`config.mk`:
```
export PLATFORM = sky130hd
export DESIGN_NAME = sclu_index
export DESIGN_NICKNAME = d
export VERILOG_FILES = /design/src/rtl/sampled_curve_lerp_lookup_unit_defines.svh /design/src/rtl/sclu_pkg.sv /design/src/rtl/sclu_index.sv
export SDC_FILE = /design/constraint.sdc
export NUM_CORES = 2
export LEC_CHECK = 0
export BUFFER_PORTS_ARGS = -buffer_cell sky130_fd_sc_hd__buf_4
export CORE_MARGIN = 4
export CORE_UTILIZATION = 30
export CTS_BUF_LIST = sky130_fd_sc_hd__clkbuf_16
export DETAILED_ROUTE_END_ITERATION = 6
export MAX_ROUTING_LAYER = met4
export PLACE_DENSITY = 0.53
export SYNTH_ARGS = -nofsm -noshare
export SYNTH_HDL_FRONTEND = slang
export SYNTH_SLANG_ARGS = --single-unit
```
`constraint.sdc`:
```
create_clock -name clk_i -period 20.2 [get_ports clk_i]
set_input_delay 2.02 -clock clk_i [delete_from_list [all_inputs] [get_ports clk_i]]
set_output_delay 2.02 -clock clk_i [all_outputs]
set_load 0.005 [all_outputs]
```
`src/rtl/sampled_curve_lerp_lookup_unit_defines.svh`:
```
// ----------------------------------------------------------------------------
// Sampled curve lookup assertion macros
// Shared concurrent assertion forms for the curve lookup unit.
// ----------------------------------------------------------------------------
`ifndef SAMPLED_CURVE_LERP_LOOKUP_UNIT_DEFINES_SVH
`define SAMPLED_CURVE_LERP_LOOKUP_UNIT_DEFINES_SVH

// Overlapping implication, checked out of reset.
`define SCLU_ASSERT_IMP(label, clk, rst_n, ante, cons, msg) \
  label: assert property (@(posedge clk) disable iff (!rst_n) (ante) |-> (cons)) \
    else $error(msg);

// Non-overlapping implication, checked out of reset.
`define SCLU_ASSERT_NEXT(label, clk, rst_n, ante, cons, msg) \
  label: assert property (@(posedge clk) disable iff (!rst_n) (ante) |=> (cons)) \
    else $error(msg);

`endif

```
`src/rtl/sclu_pkg.sv`:
```
// ----------------------------------------------------------------------------
// Sampled curve lookup package
// Widths, register codes, shared types and helpers of the curve lookup unit.
// ----------------------------------------------------------------------------
`default_nettype none

package sclu_pkg;

  // Store geometry.
  localparam int MAX_FRAMES     = 1024;
  localparam int MAX_COMPONENTS = 4;
  localparam int FRAME_W        = $clog2(MAX_FRAMES);
  localparam int COMP_W         = $clog2(MAX_COMPONENTS);
  localparam int BANK_DEPTH     = MAX_FRAMES / 2;
  localparam int BANK_AW        = FRAME_W - 1;

  // Number formats.
  localparam int DATA_W   = 32;
  localparam int LEN_W    = 31;
  localparam int RATE_W   = 32;
  localparam int FRAC_W   = 32;
  localparam int PROD_W   = LEN_W + RATE_W;
  localparam int INT_W    = PROD_W - FRAC_W;
  localparam int WEIGHT_W = 16;
  localparam int CNT_W    = 3;

  // Configuration port.
  localparam int PADDR_W   = 4;
  localparam int REG_IDX_W = 2;
  localparam logic [REG_IDX_W-1:0] REG_SAMPLE_RATE  = 2'd0;
  localparam logic [REG_IDX_W-1:0] REG_CURVE_LENGTH = 2'd1;
  localparam logic [REG_IDX_W-1:0] REG_COMP_COUNT   = 2'd2;
  localparam logic [REG_IDX_W-1:0] REG_LAST_FRAME   = 2'd3;

  // Request codes.
  localparam logic REQ_LOAD = 1'b0;
  localparam logic REQ_EVAL = 1'b1;

  // Register file contents.
  typedef struct packed {
    logic [RATE_W-1:0]  sample_rate;
    logic [LEN_W-1:0]   curve_length;
    logic [CNT_W-1:0]   comp_count;
    logic [FRAME_W-1:0] last_frame;
  } sclu_cfg_t;

  // Frame store access issued by the index pipeline to the component lanes.
  typedef struct packed {
    logic               rd_en;
    logic               last;
    logic [BANK_AW-1:0] even_addr;
    logic [BANK_AW-1:0] odd_addr;
    logic               i0_odd;
    logic               i1_odd;
    logic [WEIGHT_W-1:0] weight;
    logic               wr_en;
    logic [COMP_W-1:0]  wr_comp;
    logic               wr_odd;
    logic [BANK_AW-1:0] wr_addr;
    logic [DATA_W-1:0]  wr_data;
  } sclu_fetch_t;

  // One bit per component that takes part in the result.
  function automatic logic [MAX_COMPONENTS-1:0] used_mask(input logic [CNT_W-1:0] count);
    logic [CNT_W-1:0]          n;
    logic [MAX_COMPONENTS-1:0] m;
    n = count;
    priority if (n == '0) begin
      n = CNT_W'(1);
    end else if (n > CNT_W'(MAX_COMPONENTS)) begin
      n = CNT_W'(MAX_COMPONENTS);
    end
    for (int c = 0; c < MAX_COMPONENTS; c++) begin
      m[c] = (CNT_W'(c) < n);
    end
    return m;
  endfunction

endpackage

`default_nettype wire

```
`src/rtl/sclu_index.sv`:
```
// ----------------------------------------------------------------------------
// Frame index pipeline
// Clamps the parameter, scales it by the sample rate and forms the frame
// pair and blend weight that address the banked frame store.
// ----------------------------------------------------------------------------
`default_nettype none

module sclu_index (
  input  wire logic                              clk_i,
  input  wire logic                              rst_ni,
  input  wire logic                              accept_i,
  input  wire logic                              req_type_i,
  input  wire logic [sclu_pkg::FRAME_W-1:0]      load_frame_i,
  input  wire logic [sclu_pkg::COMP_W-1:0]       load_component_i,
  input  wire logic [sclu_pkg::DATA_W-1:0]       sample_value_i,
  input  wire logic [sclu_pkg::DATA_W-1:0]       position_i,
  input  wire logic                              last_in_i,
  input  wire sclu_pkg::sclu_cfg_t               cfg_i,
  output sclu_pkg::sclu_fetch_t                  fetch_o
);
  import sclu_pkg::*;

  // Stage A: clamped parameter.
  logic                 a_vld_q;
  logic                 a_load_q;
  logic [FRAME_W-1:0]   a_frame_q;
  logic [COMP_W-1:0]    a_comp_q;
  logic [DATA_W-1:0]    a_data_q;
  logic                 a_last_q;
  logic [LEN_W-1:0]     a_xx_q;
  logic [LEN_W-1:0]     a_xx_d;

  // Stage B: scaled parameter split into frame and weight.
  logic                 b_vld_q;
  logic                 b_load_q;
  logic [FRAME_W-1:0]   b_frame_q;
  logic [COMP_W-1:0]    b_comp_q;
  logic [DATA_W-1:0]    b_data_q;
  logic                 b_last_q;
  logic [INT_W-1:0]     b_int_q;
  logic [WEIGHT_W-1:0]  b_w_q;
  logic [PROD_W-1:0]    prod;

  // Stage C: frame pair.
  logic                 sat;
  logic [FRAME_W-1:0]   i0;
  logic [FRAME_W-1:0]   i1;

  // Negative parameters clamp to zero, large ones to the curve length.
  always_comb begin
    priority if (position_i[DATA_W-1]) begin
      a_xx_d = '0;
    end else if (position_i[LEN_W-1:0] > cfg_i.curve_length) begin
      a_xx_d = cfg_i.curve_length;
    end else begin
      a_xx_d = position_i[LEN_W-1:0];
    end
  end

  always_ff @(posedge clk_i or negedge rst_ni) begin
    if (!rst_ni) begin
      a_vld_q <= 1'b0;
      b_vld_q <= 1'b0;
    end else begin
      a_vld_q <= accept_i;
      b_vld_q <= a_vld_q;
    end
  end

  always_ff @(posedge clk_i) begin
    a_load_q  <= (req_type_i == REQ_LOAD);
    a_frame_q <= load_frame_i;
    a_comp_q  <= load_component_i;
    a_data_q  <= sample_value_i;
    a_last_q  <= last_in_i;
    a_xx_q    <= a_xx_d;
  end

  // Q15.16 times Q16.16 gives Q31.32; the weight is the top 16 fraction bits.
  assign prod = PROD_W'(a_xx_q) * PROD_W'(cfg_i.sample_rate);

  always_ff @(posedge clk_i) begin
    b_load_q  <= a_load_q;
    b_frame_q <= a_frame_q;
    b_comp_q  <= a_comp_q;
    b_data_q  <= a_data_q;
    b_last_q  <= a_last_q;
    b_int_q   <= prod[PROD_W-1:FRAC_W];
    b_w_q     <= prod[FRAC_W-1:FRAC_W-WEIGHT_W];
  end

  // Both frames saturate at the configured last frame.
  assign sat = (b_int_q >= INT_W'(cfg_i.last_frame));
  assign i0  = sat ? cfg_i.last_frame : b_int_q[FRAME_W-1:0];
  assign i1  = sat ? cfg_i.last_frame : i0 + FRAME_W'(1);

  // Adjacent frames sit in opposite banks, so each bank sees one read.
  always_comb begin
    fetch_o.rd_en     = b_vld_q & ~b_load_q;
    fetch_o.last      = b_last_q;
    fetch_o.even_addr = i0[0] ? i1[FRAME_W-1:1] : i0[FRAME_W-1:1];
    fetch_o.odd_addr  = i0[0] ? i0[FRAME_W-1:1] : i1[FRAME_W-1:1];
    fetch_o.i0_odd    = i0[0];
    fetch_o.i1_odd    = i1[0];
    fetch_o.weight    = b_w_q;
    fetch_o.wr_en     = b_vld_q & b_load_q;
    fetch_o.wr_comp   = b_comp_q;
    fetch_o.wr_odd    = b_frame_q[0];
    fetch_o.wr_addr   = b_frame_q[FRAME_W-1:1];
    fetch_o.wr_data   = b_data_q;
  end

endmodule

`default_nettype wire

```
==> impl_metrics.csv <==
group,metric,value,unit
floorplan,core,124000,um2
global_routing,grt_pass1_wl,172000,um
cts,post_cts_buffers,0,
cts,post_cts_resized,0,
flow_run,maxCapViolCount,0,
worst_setup_path,rr_worst_depth,21,
sta,slew_headroom,0.208,
floorplan,start_util,0.302,
floorplan,dieHeight,361,um
logic_synthesis,syn_area,37400,um2
worst_setup_path,crit_required,20600,ps
cts,root_buffer,"clkbuf_16",
global_routing,antenna_found_initial,2,
route,drt_iter0_markers,1144,
sta,finalClockSkew,14.9,ps
hold_path,hold_depth,0,
hold_path,hp-class,"register to register",
worst_setup_path,timing.critical_path.max_delay_family,"adder cells",
sta,drv_slew,0,
cts,cts_tree,"built",
finish,final_cell_mix,"fa_1, inv_1, nand2_1, and2_1, ha_1",
worst_setup_path,slowest_stage,"ha_1",
logic_synthesis,synth.largest_area_cell,"fa_1",
route,drtAntennaViolNets,0,
logic_synthesis,synth_top_area_frac,0.463,
hold_path,min_from,"a_comp_q[0]$_DFF_P_",
cts,numClockSinks,172,
logic_synthesis,ys_ff_latch,172,
finish,area_growth,9.93,%
cts,postCtsHoldBufs,0,
worst_setup_path,rr_endpoint,"b_int_q[27]$_DFF_P_",
global_routing,grt_use_total,0.178,
floorplan,die_width,361,um
finish,final_common_cell,"fa_1",
logic_synthesis,synthMuxAreaShare,0.00857,
floorplan,die-area,130000,um2
global_routing,grt_pass1_vias,29108,
sta,worst_slew_pin_slew,1180,ps
floorplan,ios,240,
cts,clk_path_buf_depth,2,
logic_synthesis,synth_edf_count,0,
placement,dp_hpwl,80800,um
sta,fin_crit_sh,0.468,
route,routedWlPerCell,19.2,um
logic_synthesis,synth_area_per_cell,9.36,um2
run_status,outcome,"complete, no violations",
sta,final_hold_viol_count,0,
worst_setup_path,cp.arrival,9860,ps
sta,setup_viol,0,
placement,gp_congestion,0.823,
worst_setup_path,path_buf_inv,3,
worst_setup_path,startpoint,"cfg_i[62]",
worst_setup_path,cp_max_fo,31,
finish,fin_nets,5355,
route,dr.pass1.iters,7,
placement,portBuffers,236,
logic_synthesis,synth-async-reset-ratio,0.0116,
floorplan,fp-row-count,129,
route,routed_via_density,4.65,
logic_synthesis,ys_seq_area_frac,0.0924,
worst_setup_path,max_stage_delay,570,ps
sta,rsz0062_at_grt,"no",
placement,place_ws,10300,ps
worst_setup_path,endpoint_kind,"register",
logic_synthesis,ys_warn_count,0,
logic_synthesis,synth_cells,3994,
logic_synthesis,ys_types,69,
logic_synthesis,synthAdderAreaFrac,0.562,
logic_synthesis,ys.flop_type,"dfxtp_1",
worst_setup_path,path_common_cell,"fa_1",
hold_path,hold_path_end,"b_comp_q[0]$_DFF_P_",
logic_synthesis,yosys.area_share.xor_xnor,0.0145,
cts,clock_latency,490,ps
sta,setup_ws,10740,ps
sta,fmax,0.106,GHz
logic_synthesis,synth.area.top_cells,"fa_1, ha_1, dfxtp_1",
finish,layout-drive-gt1-share,0.0807,
route,drt_wl_total,109000,um
worst_setup_path,r2r-start,"a_xx_q[8]$_SDFF_PP0_",
cts,cts_buffers,17,
cts,path_clk_slew,80,ps
global_routing,grt_max_degree,63,
worst_setup_path,crit_type,"input port to register",
route,vias,26474,
logic_synthesis,synth_top_family_by_area,"adder cells",
logic_synthesis,synthSimpleGateAreaFrac,0.171,
worst_setup_path,path_cells,"buf_4 -> and2_1 -> fa_1 -> fa_1 -> inv_1 -> fa_1 -> fa_1 -> inv_1 -> fa_1 -> fa_1 -> fa_1 -> fa_1 -> ha_1 -> nand4_1 -> nor3_1 -> a221oi_1 -> o21ai_1 -> a221oi_1 -> o41ai_2 -> nor2b_4 -> a211oi_2 -> xnor2_1",
worst_setup_path,crit_path_start_kind,"input port",
sta,setup_tns,0,ps
worst_setup_path,rrSetupSlack,11730,ps
global_routing,overflow,0,
cts,htreeDepth,4,
logic_synthesis,syn-num-nets,5311,
sta,fin_crit,9460,ps
logic_synthesis,synth_compound_area_frac,0.0443,
route,drc,0,
registers in the layout, indices dropped and copies added, names as in the netlist, 10 cells and up:
register / flops
a_data_q: 32
a_frame_q: 10
a_xx_q: 31
b_data_q: 32
b_frame_q: 10
b_int_q: 31
b_w_q: 16
metal layers:
layer,part of all wire,up-vias,global-route usage
met4,0.039,0,0.0674
met1,0.38,13789,0.206
li1,-,11810,-
met3,0.047,206,0.0240
met2,0.53,669,0.314
met5,0,-,-
cells in the mapped netlist (6+ instances only):
library cell	n
clkbuf_1	209
o21a_1	12
xor2_1	24
and2_1	516
nand2_1	544
nand4_1	21
nor3_1	14
xnor2_1	38
a21oi_1	77
ha_1	295
and3_1	9
fa_1	865
nor2_1	49
a21o_1	43
nand3_1	14
o21ai_0	35
inv_1	845
nor2b_1	8
o21bai_1	14
dfxtp_1	170
mux2i_1	32
o211ai_1	6
nand2b_1	65
kinds of logic (layout without fill, tap and decap cells):
kind of cell	count (synthesis)	count (layout)
XOR/XNOR	62	62
AND/OR/NAND/NOR	1259	1259
adder cells (fa/ha/maj)	1160	1160
multiplexers	32	32
AO/OA/AOI/OAI	247	247
other	0	5
buffers and inverters	1062	1119
flip-flops	172	172
area by class of cell:
class	instances	area (um2)
Tap cell	1637	2050
Antenna cell	5	12.5
Timing Repair Buffer	242	1820
Clock inverter	15	195
Clock buffer	17	425
Multi-Input combinational cell	2760	29900
Inverter	845	3170
Sequential cell	172	3490
Fill cell	13004	82700
stage by stage:
stage	utilization	area, um2	std cells	hold WS [ps]
3_3_place_gp	0.327	40500	5656	310
3_5_place_dp	0.327	40500	5656	312
5_1_grt	0.332	41100	5689	336
4_1_cts	0.332	41100	5688	326
2_1_floorplan	-	37400	3994	310
6_report	0.332	41100	5693	325
worst max-delay path by stage:
stage,end,slack [ps],cells past startpoint
global route,b_int_q[2]$_DFF_P_,10440,23
detailed placement,b_int_q[23]$_DFF_P_,10300,22
finish,b_int_q[27]$_DFF_P_,10740,22
global placement,b_int_q[23]$_DFF_P_,10320,22
floorplan,b_int_q[14]$_DFF_P_,11590,24
CTS,b_int_q[23]$_DFF_P_,10830,22
Power is not shown: default switching activity piles up to over one toggle a cycle in this logic, so the estimate is an artifact.
