<file path="src/rtl/sampled_curve_lerp_lookup_unit_defines.svh">
// ----------------------------------------------------------------------------
// Sampled curve lookup assertion macros
// Shared concurrent assertion forms for the curve lookup unit.
// ----------------------------------------------------------------------------
`ifndef SAMPLED_CURVE_LERP_LOOKUP_UNIT_DEFINES_SVH
`define SAMPLED_CURVE_LERP_LOOKUP_UNIT_DEFINES_SVH

// Overlapping implication, checked out of reset.
`define SCLU_ASSERT_IMP(label, clk, rst_n, ante, cons, msg) \
  label: assert property (@(posedge clk) disable iff (!rst_n) (ante) |-> (cons)) \
    else $error(msg);

// Non-overlapping implication, checked out of reset.
`define SCLU_ASSERT_NEXT(label, clk, rst_n, ante, cons, msg) \
  label: assert property (@(posedge clk) disable iff (!rst_n) (ante) |=> (cons)) \
    else $error(msg);

`endif

</file>
<file path="src/rtl/sclu_pkg.sv">
// ----------------------------------------------------------------------------
// Sampled curve lookup package
// Widths, register codes, shared types and helpers of the curve lookup unit.
// ----------------------------------------------------------------------------
`default_nettype none

package sclu_pkg;

  // Store geometry.
  localparam int MAX_FRAMES     = 1024;
  localparam int MAX_COMPONENTS = 4;
  localparam int FRAME_W        = $clog2(MAX_FRAMES);
  localparam int COMP_W         = $clog2(MAX_COMPONENTS);
  localparam int BANK_DEPTH     = MAX_FRAMES / 2;
  localparam int BANK_AW        = FRAME_W - 1;

  // Number formats.
  localparam int DATA_W   = 32;
  localparam int LEN_W    = 31;
  localparam int RATE_W   = 32;
  localparam int FRAC_W   = 32;
  localparam int PROD_W   = LEN_W + RATE_W;
  localparam int INT_W    = PROD_W - FRAC_W;
  localparam int WEIGHT_W = 16;
  localparam int CNT_W    = 3;

  // Configuration port.
  localparam int PADDR_W   = 4;
  localparam int REG_IDX_W = 2;
  localparam logic [REG_IDX_W-1:0] REG_SAMPLE_RATE  = 2'd0;
  localparam logic [REG_IDX_W-1:0] REG_CURVE_LENGTH = 2'd1;
  localparam logic [REG_IDX_W-1:0] REG_COMP_COUNT   = 2'd2;
  localparam logic [REG_IDX_W-1:0] REG_LAST_FRAME   = 2'd3;

  // Request codes.
  localparam logic REQ_LOAD = 1'b0;
  localparam logic REQ_EVAL = 1'b1;

  // Register file contents.
  typedef struct packed {
    logic [RATE_W-1:0]  sample_rate;
    logic [LEN_W-1:0]   curve_length;
    logic [CNT_W-1:0]   comp_count;
    logic [FRAME_W-1:0] last_frame;
  } sclu_cfg_t;

  // Frame store access issued by the index pipeline to the component lanes.
  typedef struct packed {
    logic               rd_en;
    logic               last;
    logic [BANK_AW-1:0] even_addr;
    logic [BANK_AW-1:0] odd_addr;
    logic               i0_odd;
    logic               i1_odd;
    logic [WEIGHT_W-1:0] weight;
    logic               wr_en;
    logic [COMP_W-1:0]  wr_comp;
    logic               wr_odd;
    logic [BANK_AW-1:0] wr_addr;
    logic [DATA_W-1:0]  wr_data;
  } sclu_fetch_t;

  // One bit per component that takes part in the result.
  function automatic logic [MAX_COMPONENTS-1:0] used_mask(input logic [CNT_W-1:0] count);
    logic [CNT_W-1:0]          n;
    logic [MAX_COMPONENTS-1:0] m;
    n = count;
    priority if (n == '0) begin
      n = CNT_W'(1);
    end else if (n > CNT_W'(MAX_COMPONENTS)) begin
      n = CNT_W'(MAX_COMPONENTS);
    end
    for (int c = 0; c < MAX_COMPONENTS; c++) begin
      m[c] = (CNT_W'(c) < n);
    end
    return m;
  endfunction

endpackage

`default_nettype wire

</file>
<file path="src/rtl/sclu_cfg.sv">
// ----------------------------------------------------------------------------
// Configuration registers
// APB-style register file holding rate, length, component count and bound.
// ----------------------------------------------------------------------------
`default_nettype none

module sclu_cfg (
  input  wire logic                          clk_i,
  input  wire logic                          rst_ni,
  input  wire logic                          psel,
  input  wire logic                          penable,
  input  wire logic                          pwrite,
  input  wire logic [sclu_pkg::PADDR_W-1:0]  paddr,
  input  wire logic [31:0]                   pwdata,
  output logic      [31:0]                   prdata,
  output logic                               pready,
  output sclu_pkg::sclu_cfg_t                cfg_o
);
  import sclu_pkg::*;

  sclu_cfg_t              cfg_q;
  logic                   wr_en;
  logic [REG_IDX_W-1:0]   reg_idx;

  assign reg_idx = paddr[PADDR_W-1:PADDR_W-REG_IDX_W];
  assign wr_en   = psel & penable & pwrite;
  assign pready  = 1'b1;

  // Register writes complete in the access cycle.
  always_ff @(posedge clk_i or negedge rst_ni) begin
    if (!rst_ni) begin
      cfg_q.sample_rate  <= RATE_W'(32'h0001_0000);
      cfg_q.curve_length <= '0;
      cfg_q.comp_count   <= CNT_W'(1);
      cfg_q.last_frame   <= '0;
    end else if (wr_en) begin
      unique case (reg_idx)
        REG_SAMPLE_RATE:  cfg_q.sample_rate  <= pwdata[RATE_W-1:0];
        REG_CURVE_LENGTH: cfg_q.curve_length <= pwdata[LEN_W-1:0];
        REG_COMP_COUNT:   cfg_q.comp_count   <= pwdata[CNT_W-1:0];
        REG_LAST_FRAME:   cfg_q.last_frame   <= pwdata[FRAME_W-1:0];
        default:          cfg_q              <= cfg_q;
      endcase
    end
  end

  // Read mux.
  always_comb begin
    unique case (reg_idx)
      REG_SAMPLE_RATE:  prdata = 32'(cfg_q.sample_rate);
      REG_CURVE_LENGTH: prdata = 32'(cfg_q.curve_length);
      REG_COMP_COUNT:   prdata = 32'(cfg_q.comp_count);
      REG_LAST_FRAME:   prdata = 32'(cfg_q.last_frame);
      default:          prdata = '0;
    endcase
  end

  assign cfg_o = cfg_q;

endmodule

`default_nettype wire

</file>
<file path="config.mk">
export PLATFORM = sky130hd
export DESIGN_NAME = sclu_cfg
export DESIGN_NICKNAME = d
export VERILOG_FILES = /design/src/rtl/sampled_curve_lerp_lookup_unit_defines.svh /design/src/rtl/sclu_pkg.sv /design/src/rtl/sclu_cfg.sv
export SDC_FILE = /design/constraint.sdc
export NUM_CORES = 1
export LEC_CHECK = 0
export ABC_CLOCK_PERIOD_IN_PS = 2200
export BUFFER_PORTS_ARGS = -buffer_cell sky130_fd_sc_hd__buf_4
export CAP_MARGIN = 10
export CORE_UTILIZATION = 48
export DETAILED_ROUTE_END_ITERATION = 8
export PLACE_DENSITY = 0.79
export REMOVE_ABC_BUFFERS = 1
export SETUP_SLACK_MARGIN = 0.2
export SYNTH_ARGS = -nofsm -noshare
export SYNTH_HDL_FRONTEND = slang
export SYNTH_SLANG_ARGS = --single-unit
export TNS_END_PERCENT = 10
</file>
<file path="constraint.sdc">
create_clock -name clk_i -period 2.2 [get_ports clk_i]
set_clock_uncertainty 0.05 [all_clocks]
set_input_delay 0.44 -clock clk_i [delete_from_list [all_inputs] [get_ports clk_i]]
set_output_delay 0.44 -clock clk_i [all_outputs]
set_load 0.05 [all_outputs]
</file>
==> results_dict.tcl, run 1 <==
set metrics [dict create \
    routedWlPerCell_um 16.2 \
    grt_pass1_vias 2374 \
    clk_path_buf_depth 2 \
    design_area_um2 4950 \
    startpoint_type "register" \
    cts_sinks 76 \
    clk_pin_slew_ps 80 \
    place.gp.congestion 0.733 \
    rsz0062_at_grt "no" \
    gr-total-overflow 0 \
    fp-row-count 30 \
    hold_path.class "in -> reg" \
    irDropWorstVdd_uv 619 \
    drv_cap 0 \
    cp_data_arrival_time_ps 1450 \
    synth_edf_count 0 \
    reg2reg_from "cfg_o[39]" \
    dieArea_um2 7720 \
    drt_iter0_drc 85 \
    htreeDepth 3 \
    clock_latency_ps 330 \
    via_count 2516 \
    syn_area_um2 3540 \
    synthCells 246 \
    fin_tns_setup_ps 0 \
    die_w_um 87.9 \
    setup_violations 0 \
    cts_tree "done" \
    core_um2 6940 \
    r2r_cells 1 \
    cp_cell_sequence "mux4_2 -> buf_4" \
    antennaDiodeCount 0 \
    crit_fanout 3 \
    whs_endpoint "cfg_o[75]" \
    drc 0 \
    initial_core_util_pct 51.0 \
    cp.required_ps 1710 \
    largest_reg_flops 76 \
    worst-setup-path-type "reg -> out" \
    worst_slack_ps 264 \
    syn_area_per_cell_um2 14.4 \
    holdWs_ps 280 \
    min_period_over_period_pct 88.0 \
    antenna_found_initial 0 \
    dp_slack_ps 295 \
    dr.pass1.iters 4 \
    post_dp_cell_area_um2 4750 \
    grt_max_degree 43 \
    ys_seq_area_share_pct 53.8 \
    antenna_left 0 \
    hold_path_startpoint "pwdata[31]" \
    synth_flop_cell "dfrtp_1" \
    vias_per_cell 5.07 \
    finalNetCount 436 \
    slowest_stage "mux4_2" \
    drv_slew 0 \
    cts_buffers 9 \
    leakagePower_uw 0.00256 \
    slowest_delay_ps 480 \
    ios 150 \
    detailed_place_hpwl_um 5920 \
    p_per_area_nw_per_um2 1200 \
    ys_ff_latch 76 \
    regToRegSetupSlack_ps 1350 \
    clock.fmax_mhz 517 \
    drive_gt1_share_pct 63.5 \
    ys_warn_count 0 \
    cts-root-buf "clkbuf_8" \
    endpoint_kind "output port" \
    hold_viol_final 0 \
    grt_usage_pct 21.4 \
    status "finished clean" \
    finalCriticalPeriod_ps 1940 \
    die-height_um 87.9 \
    timing.rr.end "cfg_o[39]" \
    wl_um 8050 \
    synth_cell_types 23 \
    grt_first_pass_wirelength_um 12300 \
    port_buffers 146 \
    min_delay_path_depth 2 \
    async_reset_ff_share_pct 100 \
    syn_to_final_growth_pct 39.7 \
]
[worst max-delay path, delay by kind of cell, from the launching register on]
kind	cells	cell delay, ps
mux	1	480
buf+inv	1	210
flops	1	420
[cell usage in the layout (no fill, tap or decap)]
cell and instances:
buf_4 152, dfrtp_1 74, mux2_2 44, mux2_4 30, mux2i_1 28, nor2_1 22, clkbuf_8 11, nand2_1 7
o21ai_0 7, mux4_2 3, buf_12 3, mux2_1 2, dfstp_2 2, clkinv_2 2, and2_2 1, nor3b_1 1
nand3_1 1, or3_2 1, inv_1 1, nor3_4 1, nand4_1 1, or2_2 1, conb_1 1, clkinvlp_4 1
inv_6 1, clkinv_4 1, dlygate4sd3_1 1
[logic make-up after synthesis]
logic type | synth area share (%)
buffers and inverters | 3.53
flip-flops | 53.8
AO/OA/AOI/OAI | 0.989
other | 0.106
multiplexers | 37.2
AND/OR/NAND/NOR | 4.42
[cells in the mapped netlist (2+ instances only)]
cell type,count,area (um^2)
buf_2,7,35.0
buf_4,2,15.0
buf_6,5,56.3
clkbuf_1,4,15.0
dfrtp_1,74,1850
dfstp_2,2,52.6
mux2_1,2,22.5
mux2_2,44,495
mux2_4,30,450
mux2i_1,28,280
mux4_2,3,67.6
nand2_1,7,26.3
nor2_1,22,82.6
o21ai_0,7,35.0
[power breakdown]
part | switching, uW | internal [uW] | total, uW
logic | 1940 | 999 | 2940
registers | 277 | 1730 | 2010
clock network | 507 | 473 | 980
[how the worst max path moves through the flow]
stage,endpoint,startpoint,depth (start not counted)
2_1_floorplan,prdata[3],cfg_o[16],2
3_3_place_gp,prdata[6],paddr[2],5
3_5_place_dp,prdata[6],paddr[2],5
4_1_cts,prdata[1],cfg_o[45],2
5_1_grt,prdata[1],cfg_o[45],2
6_report,prdata[1],cfg_o[45],2
[cell type report]
class | instances | area [um^2]
Fill cell | 511 | 2000
Timing Repair Buffer | 156 | 1210
Clock buffer | 11 | 151
Tap cell | 96 | 120
Multi-Input combinational cell | 151 | 1520
Inverter | 1 | 3.75
Sequential cell | 76 | 1900
Clock inverter | 5 | 35.0
[metal layers]
metal / track usage (%) / part of all wire [%]
met1: 28.2 / 44
met2: 34.9 / 49
met3: 3.77 / 5.7
met4: 9.09 / 1.6
met5: 0 / 0
[repair_timing]
item | 4_1_cts | 5_1_grt
hold buffers | 1 | 0
setup buffers | 0 | 0
endpoints found under the setup margin | 0 | 1
resized for setup | 0 | 1
hold endpoints to repair | 8 | 0
[stage by stage]
stage | cells | total power [uW] | utilization (%)
3_3_place_gp | 479 | 4930 | 68.4
3_5_place_dp | 479 | 4980 | 68.4
4_1_cts | 496 | 5970 | 71.2
6_report | 496 | 5920 | 71.2
5_1_grt | 496 | 6160 | 71.2
2_1_floorplan | 228 | 4020 | -
No activity file was read; power rests on OpenSTA's default activity.
==> run 2, diff against run 1 <==
ABC_CLOCK_PERIOD_IN_PS = 2400   (was 2200)
CORE_UTILIZATION = 51   (was 48)
PLACE_DENSITY = 0.84   (was 0.79)
clock period = 2.4 ns   (was 2.2 ns; I/O delays follow)
==> results_dict.tcl, run 2 (synthesis gave the netlist of run 1 again) <==
set metrics [dict create \
    rsz0062_at_grt "no" \
    cts_setup_buffers 0 \
    p_per_area_nw_per_um2 1110 \
    irDropWorstVdd_uv 600 \
    clk_path_buf_depth 2 \
    wl_um 8230 \
    cts-root-buf "clkbuf_8" \
    holdWs_ps 64.9 \
    final_util_pct 72.1 \
    endpoint_kind "output port" \
    clock_latency_ps 320 \
    finalNetCount 434 \
    routedWlPerCell_um 17.2 \
    fin_tns_setup_ps 0 \
    cts_buffers 9 \
    vias_per_cell 5.26 \
    core_um2 6760 \
    setup_violations 0 \
    cpMostUsedCell "buf_4" \
    htreeDepth 3 \
    cts_tree "done" \
    slowest_delay_ps 290 \
    cp.required_ps 1870 \
    reg2reg_from "cfg_o[39]" \
    fp-row-count 30 \
    layout_commonest_cell "buf_4" \
    worst-setup-path-type "in -> out" \
    syn_to_final_growth_pct 37.5 \
    drt_iter0_drc 72 \
    startpoint_type "input pin" \
    via_count 2512 \
    place.gp.congestion 0.700 \
    hold_viol_final 0 \
    grt_max_degree 40 \
    largest_reg_flops 76 \
    grt_usage_pct 23.3 \
    min_period_over_period_pct 86.4 \
    finalCriticalPeriod_ps 2070 \
    timing.rr.end "cfg_o[39]" \
    final_cell_mix "152 x buf_4, 74 x dfrtp_1, 44 x mux2_2, 30 x mux2_4, 28 x mux2i_1" \
    cp.depth 5 \
    status "finished clean" \
    leakagePower_uw 0.00253 \
    cp_top_family "buffers and inverters" \
    crit_fanout 20 \
    grt_pass1_vias 2571 \
    dr.pass1.iters 4 \
    regToRegSetupSlack_ps 1530 \
    crit_end "prdata[8]" \
    antennaDiodeCount 0 \
    worst_pin_slew_ps 504 \
    die_w_um 85.3 \
    drive_gt1_share_pct 63.1 \
    ios 150 \
    cp_cell_sequence "buf_4 -> buf_6 -> mux2i_1 -> o21ai_0 -> buf_4" \
    grt_first_pass_wirelength_um 13200 \
    startpoint "paddr[2]" \
    r2r_cells 1 \
    hold_path.class "in -> async" \
    initial_core_util_pct 52.4 \
    cts_sinks 76 \
    dieArea_um2 7280 \
    detailed_place_hpwl_um 5850 \
    worst-path-buf-inv 3 \
    slew_headroom_pct 66.4 \
    design_area_um2 4870 \
    clock.fmax_mhz 482 \
    drv_slew 0 \
    slowest_stage "buf_4" \
    gr-total-overflow 0 \
    cp_data_arrival_time_ps 1540 \
    clk_pin_slew_ps 70 \
    drv_cap 0 \
    antenna_left 0 \
    antenna_found_initial 0 \
    post_dp_cell_area_um2 4700 \
    hold_buffers 0 \
    die-height_um 85.3 \
    drc 0 \
    port_buffers 146 \
]
-- run 2: layer usage --
| metal | wire length (um) | global-route usage, % | part of all wire, % |
|---|---|---|---|
| met1 | 3630 | 31.3 | 44 |
| met3 | 501 | 5.16 | 6.1 |
| met2 | 4030 | 38.3 | 49 |
| met4 | 65 | 6.52 | 0.79 |
| met5 | 0 | 0 | 0 |
-- run 2: worst min-delay path by stage --
stage / endpoint / cells after the start
after floorplan: cfg_o[0] / 0
after global placement: cfg_o[46] / 1
after detailed placement: cfg_o[46] / 1
after CTS: cfg_o[46] / 1
after global routing: cfg_o[46] / 1
final: cfg_o[46] / 1
-- run 2: what timing repair did --
item	CTS	global route
endpoints found under the hold margin	0	0
gates resized for setup	0	1
endpoints found under the setup margin	0	3
-- run 2: cell type report --
type                    count  area (um^2)
flip-flops and latches     76         1900
fillers                   477         1890
multi-input cells         151         1520
repair buffers            154         1170
clock buffers              11          141
well taps                  80          100
clock inverters             5         27.5
inverters                   1         3.75
-- run 2: power by group --
part           internal (uW)  leakage [uW]  switching [uW]
sequential              1590      0.000928             255
clock                    397     0.0000889             453
combinational            911       0.00151            1780
total                   2890       0.00253            2490
-- run 2: metrics by stage --
stage,total power (uW),std cells,worst slack [ps]
2_1_floorplan,3680,228,11.3
3_3_place_gp,4500,462,289
3_5_place_dp,4560,462,224
4_1_cts,5410,478,227
5_1_grt,5600,478,259
6_report,5390,478,326
